### config.mk
export PLATFORM = sky130hd
export DESIGN_NAME = fixed_width_decimal_formatter_unit_flat
export DESIGN_NICKNAME = d
export VERILOG_FILES = /design/src/hdl/fwdf_pkg.sv /design/src/hdl/fwdf_in_if.sv /design/src/hdl/fwdf_out_if.sv /design/src/hdl/fwdf_dabble.sv /design/src/hdl/fixed_width_decimal_formatter_unit.sv /design/src/flat_wrapper.sv
export SDC_FILE = /design/constraint.sdc
export NUM_CORES = 1
export LEC_CHECK = 0
export ABC_AREA = 0
export BUFFER_PORTS_ARGS = -buffer_cell sky130_fd_sc_hd__buf_4
export CAP_MARGIN = 20
export CORE_MARGIN = 4
export CORE_UTILIZATION = 40
export CTS_CLUSTER_DIAMETER = 80
export DETAILED_ROUTE_END_ITERATION = 6
export GPL_TIMING_DRIVEN = 0
export PLACE_DENSITY = 0.68
export SYNTH_ARGS = -nofsm -noshare
export SYNTH_HDL_FRONTEND = slang
export SYNTH_SLANG_ARGS = --single-unit
### constraint.sdc
create_clock -name i_clk -period 6.4 [get_ports i_clk]
set_input_delay 0.64 -clock i_clk [delete_from_list [all_inputs] [get_ports i_clk]]
set_output_delay 0.64 -clock i_clk [all_outputs]
set_load 0.05 [all_outputs]
### src/hdl/fwdf_pkg.sv
package fwdf_pkg;

    localparam int VALUE_W        = 32;
    localparam int FRAC_BITS      = 16;
    localparam int MAX_INT_FIELD  = 8;
    localparam int MAX_FRAC_FIELD = 4;

    localparam int INT_CFG_W  = 4;
    localparam int FRAC_CFG_W = 3;
    localparam int CHAR_W     = 6;
    localparam int ADDR_W     = 3;
    localparam int DATA_W     = 32;

    function automatic int ndigits(longint v);
        int     n;
        longint t;
        n = 1;
        t = v;
        for (int i = 0; i < 24; i++) begin
            if (t >= 10) begin
                t = t / 10;
                n = n + 1;
            end
        end
        return n;
    endfunction

    localparam int     IP_W      = VALUE_W - FRAC_BITS;
    localparam int     INT_NDIG  = ndigits((longint'(1) << IP_W) - 1);
    localparam int     FRAC_NDIG = MAX_FRAC_FIELD;
    localparam longint MAX_P10   = 10 ** MAX_FRAC_FIELD;
    localparam int     DEC_W     = $clog2(MAX_P10);
    localparam int     DCMP_W    = DEC_W + 1;
    localparam int     PROD_W    = FRAC_BITS + DEC_W;
    localparam int     DAB_W     = (IP_W > DEC_W) ? IP_W : DEC_W;
    localparam int     DAB_CNT_W = $clog2(DAB_W + 1);
    localparam int     POS_W     = $clog2(MAX_INT_FIELD + 1 + MAX_FRAC_FIELD);
    localparam int     ND_W      = $clog2(INT_NDIG + 1);

    localparam logic [PROD_W:0] ROUND_HALF = (PROD_W + 1)'(1) << (FRAC_BITS - 1);

    localparam logic [CHAR_W-1:0] CH_SPACE = CHAR_W'(32);
    localparam logic [CHAR_W-1:0] CH_MINUS = CHAR_W'(45);
    localparam logic [CHAR_W-1:0] CH_POINT = CHAR_W'(46);
    localparam logic [CHAR_W-1:0] CH_ZERO  = CHAR_W'(48);
    localparam logic [CHAR_W-1:0] CH_NINE  = CHAR_W'(57);

    typedef enum logic {
        REG_INT_DIGITS  = 1'b0,
        REG_FRAC_DIGITS = 1'b1
    } t_reg_idx;

    function automatic logic [INT_CFG_W-1:0] clamp_int(logic [INT_CFG_W-1:0] v);
        logic [INT_CFG_W-1:0] r;
        r = v;
        if (v == '0) r = INT_CFG_W'(1);
        else if (v > INT_CFG_W'(MAX_INT_FIELD)) r = INT_CFG_W'(MAX_INT_FIELD);
        return r;
    endfunction

    function automatic logic [FRAC_CFG_W-1:0] clamp_frac(logic [FRAC_CFG_W-1:0] v);
        logic [FRAC_CFG_W-1:0] r;
        r = v;
        if (v == '0) r = FRAC_CFG_W'(1);
        else if (v > FRAC_CFG_W'(MAX_FRAC_FIELD)) r = FRAC_CFG_W'(MAX_FRAC_FIELD);
        return r;
    endfunction

endpackage

### src/hdl/fwdf_in_if.sv
interface fwdf_in_if;
    logic                                valid;
    logic                                ready;
    logic signed [fwdf_pkg::VALUE_W-1:0] value;

    modport source (output valid, output value, input ready);
    modport sink (input valid, input value, output ready);
endinterface

### src/hdl/fwdf_out_if.sv
interface fwdf_out_if;
    logic                          valid;
    logic                          ready;
    logic [fwdf_pkg::CHAR_W-1:0]   character;
    logic                          last;
    logic                          overflow;

    modport source (output valid, output character, output last, output overflow, input ready);
    modport sink (input valid, input character, input last, input overflow, output ready);
endinterface

### src/hdl/fwdf_dabble.sv
module fwdf_dabble (
    input  logic                                    i_clk,
    input  logic                                    i_rst_n,
    input  logic                                    i_start,
    input  logic [fwdf_pkg::IP_W-1:0]               i_int_bin,
    input  logic [fwdf_pkg::DEC_W-1:0]              i_frac_bin,
    output logic [4*fwdf_pkg::INT_NDIG-1:0]         o_int_bcd,
    output logic [4*fwdf_pkg::FRAC_NDIG-1:0]        o_frac_bcd,
    output logic                                    o_done
);

    logic                                   r_busy;
    logic                                   r_done;
    logic [fwdf_pkg::DAB_CNT_W-1:0]         r_cnt;
    logic [fwdf_pkg::DAB_W-1:0]             r_ibin;
    logic [fwdf_pkg::DAB_W-1:0]             r_fbin;
    logic [4*fwdf_pkg::INT_NDIG-1:0]        r_ibcd;
    logic [4*fwdf_pkg::FRAC_NDIG-1:0]       r_fbcd;
    logic [4*fwdf_pkg::INT_NDIG-1:0]        w_ifix;
    logic [4*fwdf_pkg::FRAC_NDIG-1:0]       w_ffix;

    // Each digit of 5 or more gets 3 added before the next shift.
    always_comb begin
        for (int i = 0; i < fwdf_pkg::INT_NDIG; i++) begin
            w_ifix[4*i +: 4] = (r_ibcd[4*i +: 4] >= 4'd5) ? r_ibcd[4*i +: 4] + 4'd3
                                                          : r_ibcd[4*i +: 4];
        end
        for (int i = 0; i < fwdf_pkg::FRAC_NDIG; i++) begin
            w_ffix[4*i +: 4] = (r_fbcd[4*i +: 4] >= 4'd5) ? r_fbcd[4*i +: 4] + 4'd3
                                                          : r_fbcd[4*i +: 4];
        end
    end

    always_ff @(posedge i_clk) begin
        if (!i_rst_n) begin
            r_busy <= 1'b0;
            r_done <= 1'b0;
            r_cnt  <= '0;
        end else begin
            r_done <= 1'b0;
            if (i_start) begin
                r_busy <= 1'b1;
                r_cnt  <= fwdf_pkg::DAB_CNT_W'(fwdf_pkg::DAB_W);
            end else if (r_busy) begin
                r_cnt <= r_cnt - 1'b1;
                if (r_cnt == fwdf_pkg::DAB_CNT_W'(1)) begin
                    r_busy <= 1'b0;
                    r_done <= 1'b1;
                end
            end
        end
    end

    always_ff @(posedge i_clk) begin
        if (i_start) begin
            r_ibin <= fwdf_pkg::DAB_W'(i_int_bin);
            r_fbin <= fwdf_pkg::DAB_W'(i_frac_bin);
            r_ibcd <= '0;
            r_fbcd <= '0;
        end else if (r_busy) begin
            r_ibin <= r_ibin << 1;
            r_fbin <= r_fbin << 1;
            r_ibcd <= {w_ifix[4*fwdf_pkg::INT_NDIG-2:0], r_ibin[fwdf_pkg::DAB_W-1]};
            r_fbcd <= {w_ffix[4*fwdf_pkg::FRAC_NDIG-2:0], r_fbin[fwdf_pkg::DAB_W-1]};
        end
    end

    assign o_int_bcd  = r_ibcd;
    assign o_frac_bcd = r_fbcd;
    assign o_done     = r_done;

endmodule

### src/hdl/fixed_width_decimal_formatter_unit.sv
// Fixed-width decimal formatter.
// The input channel takes one signed fixed-point value (16 fraction bits) per beat.
// The output channel returns the field one ASCII character per beat: spaces or
// dropped leading characters, an optional minus, the integer digits, a point and
// the rounded fraction digits. The last beat of a field carries last, and every
// beat of a field whose leading characters were dropped carries overflow.
// The APB port holds int_digits at address 0 and frac_digits at address 4.
// Processing: after an input beat the fraction is scaled by 10 to the power frac_digits
// in S_MUL, rounded in S_ROUND, then converted to BCD by the shift-and-add-3 unit,
// which sets the bulk of the latency. Once the first character is valid, the rest
// follow one per cycle while the receiver is ready.
// Input ready is high only while no field is being built or emitted; the last beat
// of the previous field may still be waiting in the output register.
// When the receiver stalls, the current character holds in the output register
// and the block waits. Reset empties the output, drops any item in progress and
// sets both registers to 2.
module fixed_width_decimal_formatter_unit (
    input  logic                           i_clk,
    input  logic                           i_rst_n,
    fwdf_in_if.sink                        i_in,
    fwdf_out_if.source                     o_out,
    input  logic                           i_psel,
    input  logic                           i_penable,
    input  logic                           i_pwrite,
    input  logic [fwdf_pkg::ADDR_W-1:0]    i_paddr,
    input  logic [fwdf_pkg::DATA_W-1:0]    i_pwdata,
    output logic [fwdf_pkg::DATA_W-1:0]    o_prdata,
    output logic                           o_pready
);

    typedef enum logic [4:0] {
        S_IDLE   = 5'b00001,
        S_MUL    = 5'b00010,
        S_ROUND  = 5'b00100,
        S_DABBLE = 5'b01000,
        S_EMIT   = 5'b10000
    } t_state;

    t_state                                 r_state;
    logic [fwdf_pkg::INT_CFG_W-1:0]         r_cfg_int;
    logic [fwdf_pkg::FRAC_CFG_W-1:0]        r_cfg_frac;
    logic [fwdf_pkg::INT_CFG_W-1:0]         r_n_int;
    logic [fwdf_pkg::FRAC_CFG_W-1:0]        r_n_frac;
    logic [fwdf_pkg::FRAC_CFG_W-1:0]        r_mcnt;
    logic [fwdf_pkg::POS_W-1:0]             r_pos;
    logic                                   r_neg;
    logic [fwdf_pkg::IP_W-1:0]              r_ipart;
    logic [fwdf_pkg::PROD_W-1:0]            r_prod;
    logic [fwdf_pkg::DCMP_W-1:0]            r_p10;
    logic                                   r_ovalid;
    logic [fwdf_pkg::CHAR_W-1:0]            r_char;
    logic                                   r_last;
    logic                                   r_ovf;

    logic [fwdf_pkg::VALUE_W-1:0]           w_mag;
    logic [fwdf_pkg::PROD_W:0]              w_sum;
    logic [fwdf_pkg::DCMP_W-1:0]            w_dec;
    logic                                   w_carry;
    logic [fwdf_pkg::IP_W-1:0]              w_int_bin;
    logic [fwdf_pkg::DEC_W-1:0]             w_frac_bin;
    logic                                   w_dab_start;
    logic                                   w_dab_done;
    logic [4*fwdf_pkg::INT_NDIG-1:0]        w_int_bcd;
    logic [4*fwdf_pkg::FRAC_NDIG-1:0]       w_frac_bcd;
    logic [fwdf_pkg::ND_W-1:0]              w_nd;
    logic [fwdf_pkg::CHAR_W-1:0]            w_char;
    logic                                   w_last;
    logic                                   w_ovf;
    logic                                   w_in_acc;
    logic                                   w_load;
    logic                                   w_cfg_wr;

    assign w_in_acc = i_in.valid && i_in.ready;
    assign w_mag    = i_in.value[fwdf_pkg::VALUE_W-1]
                    ? (~$unsigned(i_in.value) + 1'b1) : $unsigned(i_in.value);

    assign w_sum      = {1'b0, r_prod} + fwdf_pkg::ROUND_HALF;
    assign w_dec      = w_sum[fwdf_pkg::PROD_W:fwdf_pkg::FRAC_BITS];
    assign w_carry    = (w_dec >= r_p10);
    assign w_int_bin  = r_ipart + fwdf_pkg::IP_W'(w_carry);
    assign w_frac_bin = w_carry ? '0 : w_dec[fwdf_pkg::DEC_W-1:0];
    assign w_dab_start = (r_state == S_ROUND);

    fwdf_dabble u_dabble (
        .i_clk      (i_clk),
        .i_rst_n    (i_rst_n),
        .i_start    (w_dab_start),
        .i_int_bin  (w_int_bin),
        .i_frac_bin (w_frac_bin),
        .o_int_bcd  (w_int_bcd),
        .o_frac_bcd (w_frac_bcd),
        .o_done     (w_dab_done)
    );

    always_comb begin
        w_nd = fwdf_pkg::ND_W'(1);
        for (int i = 0; i < fwdf_pkg::INT_NDIG; i++) begin
            if (w_int_bcd[4*i +: 4] != 4'd0) w_nd = fwdf_pkg::ND_W'(i + 1);
        end
    end

    assign w_ovf  = (int'(w_nd) + int'(r_neg)) > int'(r_n_int);
    assign w_last = int'(r_pos) == (int'(r_n_int) + int'(r_n_frac));

    always_comb begin
        int rpos;
        int fpos;
        rpos   = int'(r_n_int) - 1 - int'(r_pos);
        fpos   = int'(r_n_int) + int'(r_n_frac) - int'(r_pos);
        w_char = fwdf_pkg::CH_SPACE;
        if (int'(r_pos) < int'(r_n_int)) begin
            if (rpos < int'(w_nd)) begin
                for (int i = 0; i < fwdf_pkg::INT_NDIG; i++) begin
                    if (rpos == i) begin
                        w_char = fwdf_pkg::CH_ZERO + fwdf_pkg::CHAR_W'(w_int_bcd[4*i +: 4]);
                    end
                end
            end else if (rpos == int'(w_nd) && r_neg) begin
                w_char = fwdf_pkg::CH_MINUS;
            end
        end else if (int'(r_pos) == int'(r_n_int)) begin
            w_char = fwdf_pkg::CH_POINT;
        end else begin
            for (int i = 0; i < fwdf_pkg::FRAC_NDIG; i++) begin
                if (fpos == i) begin
                    w_char = fwdf_pkg::CH_ZERO + fwdf_pkg::CHAR_W'(w_frac_bcd[4*i +: 4]);
                end
            end
        end
    end

    assign w_load   = (r_state == S_EMIT) && (!r_ovalid || o_out.ready);
    assign w_cfg_wr = i_psel && i_penable && i_pwrite && o_pready;

    always_ff @(posedge i_clk) begin
        if (!i_rst_n) begin
            r_state    <= S_IDLE;
            r_cfg_int  <= fwdf_pkg::INT_CFG_W'(2);
            r_cfg_frac <= fwdf_pkg::FRAC_CFG_W'(2);
            r_ovalid   <= 1'b0;
            r_mcnt     <= '0;
            r_pos      <= '0;
        end else begin
            if (w_cfg_wr) begin
                case (fwdf_pkg::t_reg_idx'(i_paddr[fwdf_pkg::ADDR_W-1]))
                    fwdf_pkg::REG_INT_DIGITS:
                        r_cfg_int <= i_pwdata[fwdf_pkg::INT_CFG_W-1:0];
                    fwdf_pkg::REG_FRAC_DIGITS:
                        r_cfg_frac <= i_pwdata[fwdf_pkg::FRAC_CFG_W-1:0];
                    default: ;
                endcase
            end

            if (w_load) begin
                r_ovalid <= 1'b1;
            end else if (o_out.ready) begin
                r_ovalid <= 1'b0;
            end

            case (r_state)
                S_IDLE: begin
                    if (w_in_acc) begin
                        r_mcnt  <= fwdf_pkg::clamp_frac(r_cfg_frac);
                        r_state <= S_MUL;
                    end
                end
                S_MUL: begin
                    r_mcnt <= r_mcnt - 1'b1;
                    if (r_mcnt == fwdf_pkg::FRAC_CFG_W'(1)) r_state <= S_ROUND;
                end
                S_ROUND: begin
                    r_state <= S_DABBLE;
                end
                S_DABBLE: begin
                    r_pos <= '0;
                    if (w_dab_done) r_state <= S_EMIT;
                end
                S_EMIT: begin
                    if (w_load) begin
                        r_pos <= r_pos + 1'b1;
                        if (w_last) r_state <= S_IDLE;
                    end
                end
                default: r_state <= S_IDLE;
            endcase
        end
    end

    always_ff @(posedge i_clk) begin
        if (w_in_acc) begin
            r_n_int  <= fwdf_pkg::clamp_int(r_cfg_int);
            r_n_frac <= fwdf_pkg::clamp_frac(r_cfg_frac);
            r_neg    <= i_in.value[fwdf_pkg::VALUE_W-1];
            r_ipart  <= w_mag[fwdf_pkg::VALUE_W-1:fwdf_pkg::FRAC_BITS];
            r_prod   <= fwdf_pkg::PROD_W'(w_mag[fwdf_pkg::FRAC_BITS-1:0]);
            r_p10    <= fwdf_pkg::DCMP_W'(1);
        end else if (r_state == S_MUL) begin
            r_prod <= (r_prod << 3) + (r_prod << 1);
            r_p10  <= (r_p10 << 3) + (r_p10 << 1);
        end
        if (w_load) begin
            r_char <= w_char;
            r_last <= w_last;
            r_ovf  <= w_ovf;
        end
    end

    always_comb begin
        case (fwdf_pkg::t_reg_idx'(i_paddr[fwdf_pkg::ADDR_W-1]))
            fwdf_pkg::REG_INT_DIGITS:  o_prdata = fwdf_pkg::DATA_W'(r_cfg_int);
            fwdf_pkg::REG_FRAC_DIGITS: o_prdata = fwdf_pkg::DATA_W'(r_cfg_frac);
            default:                   o_prdata = '0;
        endcase
    end

    assign o_pready        = 1'b1;
    assign i_in.ready      = (r_state == S_IDLE);
    assign o_out.valid     = r_ovalid;
    assign o_out.character = r_char;
    assign o_out.last      = r_last;
    assign o_out.overflow  = r_ovf;

endmodule

### src/flat_wrapper.sv
// flat-port wrapper written by rule: the top's interface ports become plain ports
module fixed_width_decimal_formatter_unit_flat 
  (i_clk, i_rst_n, i_psel, i_penable, i_pwrite, i_paddr, i_pwdata, o_prdata, o_pready, i_in_valid, i_in_value, i_in_ready, o_out_valid, o_out_character, o_out_last, o_out_overflow, o_out_ready);
  fwdf_in_if i_in_i ();
  fwdf_out_if o_out_i ();
  input  logic i_clk;
  input  logic i_rst_n;
  input  logic i_psel;
  input  logic i_penable;
  input  logic i_pwrite;
  input  logic [fwdf_pkg::ADDR_W-1:0] i_paddr;
  input  logic [fwdf_pkg::DATA_W-1:0] i_pwdata;
  output logic [fwdf_pkg::DATA_W-1:0] o_prdata;
  output logic o_pready;
  input wire logic [$bits(i_in_i.valid)-1:0] i_in_valid;
  input wire logic [$bits(i_in_i.value)-1:0] i_in_value;
  output wire logic [$bits(i_in_i.ready)-1:0] i_in_ready;
  output wire logic [$bits(o_out_i.valid)-1:0] o_out_valid;
  output wire logic [$bits(o_out_i.character)-1:0] o_out_character;
  output wire logic [$bits(o_out_i.last)-1:0] o_out_last;
  output wire logic [$bits(o_out_i.overflow)-1:0] o_out_overflow;
  input wire logic [$bits(o_out_i.ready)-1:0] o_out_ready;
  assign i_in_i.valid = i_in_valid;
  assign i_in_i.value = i_in_value;
  assign i_in_ready = i_in_i.ready;
  assign o_out_valid = o_out_i.valid;
  assign o_out_character = o_out_i.character;
  assign o_out_last = o_out_i.last;
  assign o_out_overflow = o_out_i.overflow;
  assign o_out_i.ready = o_out_ready;
  fixed_width_decimal_formatter_unit u_core (.i_clk(i_clk), .i_rst_n(i_rst_n), .i_in(i_in_i), .o_out(o_out_i), .i_psel(i_psel), .i_penable(i_penable), .i_pwrite(i_pwrite), .i_paddr(i_paddr), .i_pwdata(i_pwdata), .o_prdata(o_prdata), .o_pready(o_pready));
endmodule
==> results.md, run 1 <==
| Parameter | Reported | Unit |
|---|---|---|
| Violations in the final reports | design-rule violations | - |
| Residual overflow from global routing | 0 | - |
| Global routing usage summed across all routing layers | 16.4 | % |
| Maximum number of buffers from clock root to sink | 2 | - |
| Via count of the first global-routing pass | 9326 | - |
| Pwr Density | 299 | nW/µm² |
| Count of different cell masters after synthesis | 66 | - |
| Initial DRT Pass Iterations | 7 | - |
| Clock latency of the later-clocked register in the worst-skew pair | 0.43 | ns |
| Vias | 9616 | - |
| Setup repair after global routing missed its margin | false | - |
| Initial antenna violation count | 0 | - |
| Cell type with the highest aggregate area in the netlist | edfxtp_1 | - |
| Critical path arrival | 4.95 | ns |
| Number of antenna diodes | 0 | - |
| Cell mode on critical path | ha_1 | - |
| Setup repair bufs after CTS | 0 | - |
| Relative max-transition margin | 34.8 | % |
| Final Power | 4.00 | mW |
| Type of the tightest min-delay check | primary input to register | - |
| Post_cts resized | 0 | - |
| Cell types occupying the most area after synthesis | edfxtp_1 20%, dfxtp_1 16%, ha_1 12%, xnor2_1 5.7%, o21ai_0 5.2% | - |
| Initial Utilization | 40.7 | % |
| Final cell utilization of the core | 46.4 | % |
| Ratio of final minimum period to clock period | 74.6 | % |
| Placer Congestion | 0.869 | - |
| Number of buffers added by the clock tree synthesis step | 17 | - |
| Setup Viol. Count Final | 0 | - |
| Total Wirelength | 27000 | µm |
| Count of synthesis-stage warnings from yosys | 0 | - |
| Number of enable-type register cells in the synthesized netlist | 77 | - |
| Full die area | 32200 | µm² |
| Max Fclk | 0.209 | GHz |
| Placed Cells incl. Taps | 1808 | - |
| Max VDD drop | 238 | µV |
| Maximum fanout along the worst path | 10 | - |
| Post-DR vias/cell | 5.23 | - |
| Synth Instances | 1338 | - |
| Most numerous cell in the Yosys netlist | nand2_1 | - |
| Number of H-tree levels | 4 | - |
| Global-route wire length before repair | 44800 | µm |
| Number of sinks on the clock net | 171 | - |
| Number of pins exceeding their max-slew limit in the final report | 0 | - |
| Placeable core region | 28900 | µm² |
| # port buffers | 56 | - |
| Antenna Nets Post-Route | 0 | - |
| Startpoint type of the worst setup path | register | - |
| Slowest stage delay, CP | 0.47 | ns |
| Slowest cell on crit path | a2111oi_0 | - |
| Layout Cells excl Fill | 1840 | - |
| Maxcap violations | 0 | - |
| Commonest cells in the netlist | 146 x nand2_1, 123 x o21ai_0, 112 x ha_1 | - |
| HPWL reported at the end of detailed placement | 20800 | µm |
| Sequential-to-total area share from yosys stat | 35.7 | % |
| Layout cell share with drive strength beyond 1 | 9.89 | % |
| CTS tree | built | - |
| Post-DR wirelength/cell | 14.7 | µm |
| Top delay family on crit path | simple AND/OR/NAND/NOR gates | - |
| Clock slew at the register clock pins of the worst setup and hold paths | 0.07 | ns |
| DIE WIDTH | 179 | µm |
| Total leakage power | 5.36 | nW |
| Number of design rule violations left after detail routing | 3 | - |
| Synth top area share | 19.7 | % |
| Count of pins on the block boundary | 117 | - |
| Outcome | finished with violations | - |
| Hold buffer count at CTS | 0 | - |
| Cell breakdown of the critical path | ha_1, nand3_1, or2_2, nor3_1, xnor2_1, ha_1, nand4_1, a2111oi_0, a211oi_1, o21ai_0, clkbuf_1, ha_1, ha_1, nand3_1, nor2_1, nand3_1, xor2_1, o21ai_0 | - |
| CTS root buffer | clkbuf_16 | - |
| Time the final worst path needs with I/O delays and setup | 4.78 | ns |
| Crit path required time | 6.57 | ns |
| Cell area after synthesis | 11800 | µm² |
| Syn Area/Cell | 8.79 | µm² |
| Share of synthesized flip-flops with an asynchronous set or reset | 0 | % |
| Fin. Hold Viols | 0 | - |
| Worst setup path class | register to register | - |
| Maximum number of pins on one net before global-route repair | 34 | - |
| Total of flip-flops plus latches after synthesis | 171 | - |
| Die Y-Extent | 179 | µm |
| Final net count | 1634 | - |
| Area Growth Syn to Fin | 13.9 | % |
| Top FF cell, synth | dfxtp_1 | - |
| Type of destination of the critical path | register | - |
| Actual transition at the worst max-transition pin | 0.972 | ns |
| Placement Rows | 62 | - |
| Aggregate negative setup slack | 0 | ns |
| Clock skew after layout | 0.00722 | ns |
| Buffer and inverter count on the worst path | 1 | - |
| Iter 0 DRT Violations | 533 | - |
[placed cells by master (no fill, tap or decap), types with 19 or more instances in the layout]
cell	Yosys	layout
nor2_1	98	98
clkbuf_1	34	34
nor3_1	22	22
edfxtp_1	77	77
nand3_1	48	48
o21ai_0	123	123
nand2_1	146	146
a21oi_1	87	87
xnor2_1	76	76
buf_4	30	86
ha_1	112	112
clkbuf_16	0	19
inv_1	79	79
xor2_1	35	35
dfxtp_1	94	94
conb_1	2	31
mux2i_1	25	25
nor2b_1	25	25
nand2b_1	23	23
[worst reg2reg max path, delay by kind of cell (launching register included)]
| kind | cells | cell delay [ns] |
|---|---|---|
| simple gates | 7 | 1.48 |
| buf+inv | 1 | 0.41 |
| fa+ha+maj | 4 | 0.97 |
| compound gates | 4 | 0.94 |
| flops | 1 | 0.43 |
| xor+xnor | 2 | 0.29 |
[final cells by class]
type,count,area [µm²]
Sequential cell,171,4190
Buffer,71,384
Clock inverter,13,121
Tap cell,384,480
Inverter,82,308
Clock buffer,19,475
Multi-Input combinational cell,1043,6980
Timing Repair Buffer,57,448
Fill cell,2762,15500
[stage by stage]
stage | cell area, µm² | worst slack [ns] | hold WS [ns]
after CTS | 13400 | 1.60 | 0.416
after detailed placement | 12800 | 1.61 | 0.477
final | 13400 | 1.62 | 0.433
after floorplan | 11900 | 2.45 | 0.442
after global placement | 12800 | 1.69 | 0.465
after global routing | 13400 | 1.20 | 0.432
[kinds of logic (layout without fill, tap and decap cells)]
family,after synthesis,count (layout),share of synthesized area [%]
simple gates,427,427,17.4
compound gates,323,323,16.4
flops,171,171,35.7
buf+inv,153,242,5.87
fa+ha+maj,117,117,12.8
xor+xnor,111,111,8.27
mux,34,34,3.57
other cells,2,31,0.0639
[power by group]
group	total (mW)	internal [mW]	switching [mW]	leakage, nW
Sequential	1.44	1.30	0.140	1.48
Clock	1.05	0.560	0.486	0.282
Combinational	1.52	0.641	0.880	3.60
[state kept, by name, summed over array words and instances (netlist names), 4 cells and up]
name	cells
u_core.r_state	5
u_core.u_dabble.r_cnt	5
u_core.r_ipart	16
u_core.r_cfg_int	4
u_core.u_dabble.r_ibin	16
u_core.r_p10	15
u_core.r_pos	4
u_core.u_dabble.o_frac_bcd	16
u_core.r_prod	30
u_core.o_out.character	5
u_core.u_dabble.r_fbin	16
u_core.r_n_int	4
u_core.u_dabble.o_int_bcd	20
[metal layers]
| layer | global-route usage [%] | up-vias | wire, µm |
|---|---|---|---|
| met5 | 0 | - | 0 |
| met4 | 4.42 | 0 | 497 |
| met3 | 2.89 | 41 | 1090 |
| met2 | 30.1 | 164 | 13600 |
| met1 | 19.8 | 4512 | 11800 |
| li1 | - | 4899 | - |
[worst paths after layout]
path                         startpoint                      endpoint  slack, ns  cells past startpoint
max                   u_core.r_prod[15]    u_core.u_dabble.r_ibin[14]       1.62                     18
min                         i_pwdata[1]           u_core.r_cfg_int[1]       0.43                      3
max reg2reg           u_core.r_prod[15]    u_core.u_dabble.r_ibin[14]       1.62                     18
min reg2reg  u_core.u_dabble.r_ibin[15]  u_core.u_dabble.o_int_bcd[0]       0.49                      2
Power figures use the tool's default switching activity.
==> run 2, diff against run 1 <==
==> constraint.sdc (replaced) <==
create_clock -name i_clk -period 4.5 [get_ports i_clk]
set_input_delay 0.45 -clock i_clk [delete_from_list [all_inputs] [get_ports i_clk]]
set_output_delay 0.45 -clock i_clk [all_outputs]
set_load 0.05 [all_outputs]
==> run 2 against run 1 <==
Highest routed layer unchanged; first-iteration DRC count grew 2.1%; sequential share of layout area shrank 0.093 points; cell area grew 0.30%; utilization grew 0.14 points; count of clock-buffer cells in the layout is the same; non-clock buffer count is the same; the flow now finishes without violations; combinational power grew 47%; hold slack lost 0.19 ns; sequential power grew 42%.
==> results.md, run 2 (synthesized netlist as in run 1, its figures left out) <==
| Parameter | Reported | Unit |
|---|---|---|
| Residual overflow from global routing | 0 | - |
| Number of buffers added by the clock tree synthesis step | 17 | - |
| Iter 0 DRT Violations | 544 | - |
| Actual transition at the worst max-transition pin | 0.975 | ns |
| Critical path arrival | 4.40 | ns |
| Type of destination of the critical path | register | - |
| Maximum fanout along the worst path | 10 | - |
| Sw Share | 37.5 | % |
| Max Fclk | 0.237 | GHz |
| Clock skew after layout | 0.0106 | ns |
| Cell mode on critical path | ha_1 | - |
| Initial Utilization | 40.7 | % |
| Cell breakdown of the critical path | ha_1, nand3_1, or2_2, nor2_1, nand2_1, xnor2_1, ha_1, nand4_1, a2111oi_2, a211oi_1, o21ai_2, buf_6, ha_1, ha_1, nand3_2, or3_1, xor2_1, o21ai_0 | - |
| Full die area | 32200 | µm² |
| Largest register by flop count | u_core.r_prod | - |
| Pwr Density | 428 | nW/µm² |
| Maximum number of buffers from clock root to sink | 2 | - |
| HPWL reported at the end of detailed placement | 20800 | µm |
| Fraction of power consumed by sequential logic | 35.5 | % |
| Slowest stage delay, CP | 0.43 | ns |
| Commonest non-fill, non-tap cells in the layout | 146 x nand2_1, 122 x o21ai_0, 112 x ha_1, 97 x nor2_1, 94 x dfxtp_1 | - |
| Setup repair bufs after CTS | 0 | - |
| Final net count | 1634 | - |
| CTS root buffer | clkbuf_16 | - |
| Initial antenna violation count | 0 | - |
| Most common cell after layout, fill and taps aside | nand2_1 | - |
| Setup ws final | 0.275 | ns |
| Fin area | 13400 | µm² |
| Clock latency of the later-clocked register in the worst-skew pair | 0.43 | ns |
| Count of pins on the block boundary | 117 | - |
| Vias | 9649 | - |
| DIE WIDTH | 179 | µm |
| Clock network power share | 25.9 | % |
| Max reg flops | 30 | - |
| Setup Viol. Count Final | 0 | - |
| Post-DR wirelength/cell | 14.7 | µm |
| Number of pins exceeding their max-slew limit in the final report | 0 | - |
| Layout cell share with drive strength beyond 1 | 10.4 | % |
| Worst setup path class | register to register | - |
| Layout Cells excl Fill | 1840 | - |
| Portion of total power attributed to combinational logic | 38.7 | % |
| CTS tree | built | - |
| Area Growth Syn to Fin | 14.3 | % |
| Placeable core region | 28900 | µm² |
| Startpoint type of the worst setup path | register | - |
| Max VDD drop | 338 | µV |
| Antenna Nets Post-Route | 0 | - |
| Global routing usage summed across all routing layers | 16.4 | % |
| Place WS | -0.294 | ns |
| Number of sinks on the clock net | 171 | - |
| Clock slew at the register clock pins of the worst setup and hold paths | 0.07 | ns |
| Die Y-Extent | 179 | µm |
| Total Wirelength | 27000 | µm |
| Slowest cell on crit path | edfxtp_1 | - |
| Number of design rule violations left after detail routing | 0 | - |
| Relative max-transition margin | 34.6 | % |
| Internal power | 3.60 | mW |
| Time the final worst path needs with I/O delays and setup | 4.22 | ns |
| Net switching power | 2.16 | mW |
| Final cell utilization of the core | 46.5 | % |
| Hold buffer count at CTS | 0 | - |
| Initial DRT Pass Iterations | 5 | - |
| Via count of the first global-routing pass | 9326 | - |
| Ratio of final minimum period to clock period | 93.9 | % |
| Maximum number of pins on one net before global-route repair | 34 | - |
| Total leakage power | 5.37 | nW |
| Type of the tightest min-delay check | primary input to register | - |
| Placer Congestion | 0.869 | - |
| # port buffers | 56 | - |
| Post_cts resized | 5 | - |
| Number of H-tree levels | 4 | - |
| Crit path required time | 4.68 | ns |
| Global-route wire length before repair | 44800 | µm |
| Post-DR vias/cell | 5.24 | - |
| Maxcap violations | 0 | - |
| Placement Rows | 62 | - |
| Outcome | finished, final reports clean | - |
| Number of antenna diodes | 0 | - |
| Fin. Hold Viols | 0 | - |
| Aggregate negative setup slack | 0 | ns |
| Placed Cells incl. Taps | 1808 | - |
| Instance area after placement | 12800 | µm² |
-- run 2: per-stage QoR --
| step | hold WS (ns) | total power, mW |
|---|---|---|
| 2_1_floorplan | 0.442 | 3.71 |
| 3_3_place_gp | 0.465 | 4.17 |
| 3_5_place_dp | 0.477 | 4.23 |
| 4_1_cts | 0.226 | 5.75 |
| 5_1_grt | 0.242 | 6.18 |
| 6_report | 0.244 | 5.76 |
-- run 2: layer usage --
metal  global-route usage [%]  up-vias  wire length [µm]
met5                        0        -                 0
met4                     4.42        0               466
met3                     2.89       34              1060
met2                     30.1      181             13600
met1                     19.8     4529             11800
li1                         -     4905                 -
-- run 2: final timing paths --
path	from	to	slack [ns]	cells past startpoint
worst max-delay path	u_core.r_prod[15]	u_core.u_dabble.r_ibin[8]	0.28	18
worst min-delay path	i_pwdata[1]	u_core.r_cfg_int[1]	0.24	3
worst max register to register	u_core.r_prod[15]	u_core.u_dabble.r_ibin[8]	0.28	18
worst min register to register	u_core.u_dabble.o_frac_bcd[15]	u_core.u_dabble.o_frac_bcd[15]	0.49	2
-- run 2: critical path, delay by kind of cell (launching register included) --
| family | cells | cell delay [ns] |
|---|---|---|
| compound gates | 4 | 0.73 |
| simple gates | 7 | 1.44 |
| flops | 1 | 0.43 |
| buf+inv | 1 | 0.19 |
| xor+xnor | 2 | 0.29 |
| fa+ha+maj | 4 | 0.91 |
-- run 2: cell type report --
| class | count | area [µm²] |
|---|---|---|
| plain buffers | 71 | 392 |
| clock buffers | 19 | 475 |
| clock inverters | 13 | 121 |
| fillers | 2755 | 15400 |
| inverters | 82 | 308 |
| multi-input cells | 1043 | 7010 |
| flip-flops and latches | 171 | 4190 |
| well taps | 384 | 480 |
| repair buffers | 57 | 448 |
-- run 2: power by group through the flow --
stage / Clock [mW] / Sequential [mW] / Combinational [mW]
final: 1.49 / 2.04 / 2.23
after global routing: 1.59 / 2.07 / 2.52
after floorplan: 0 / 2.01 / 1.70
after CTS: 1.51 / 2.04 / 2.20
after detailed placement: 0 / 2.07 / 2.15
after global placement: 0 / 2.07 / 2.10
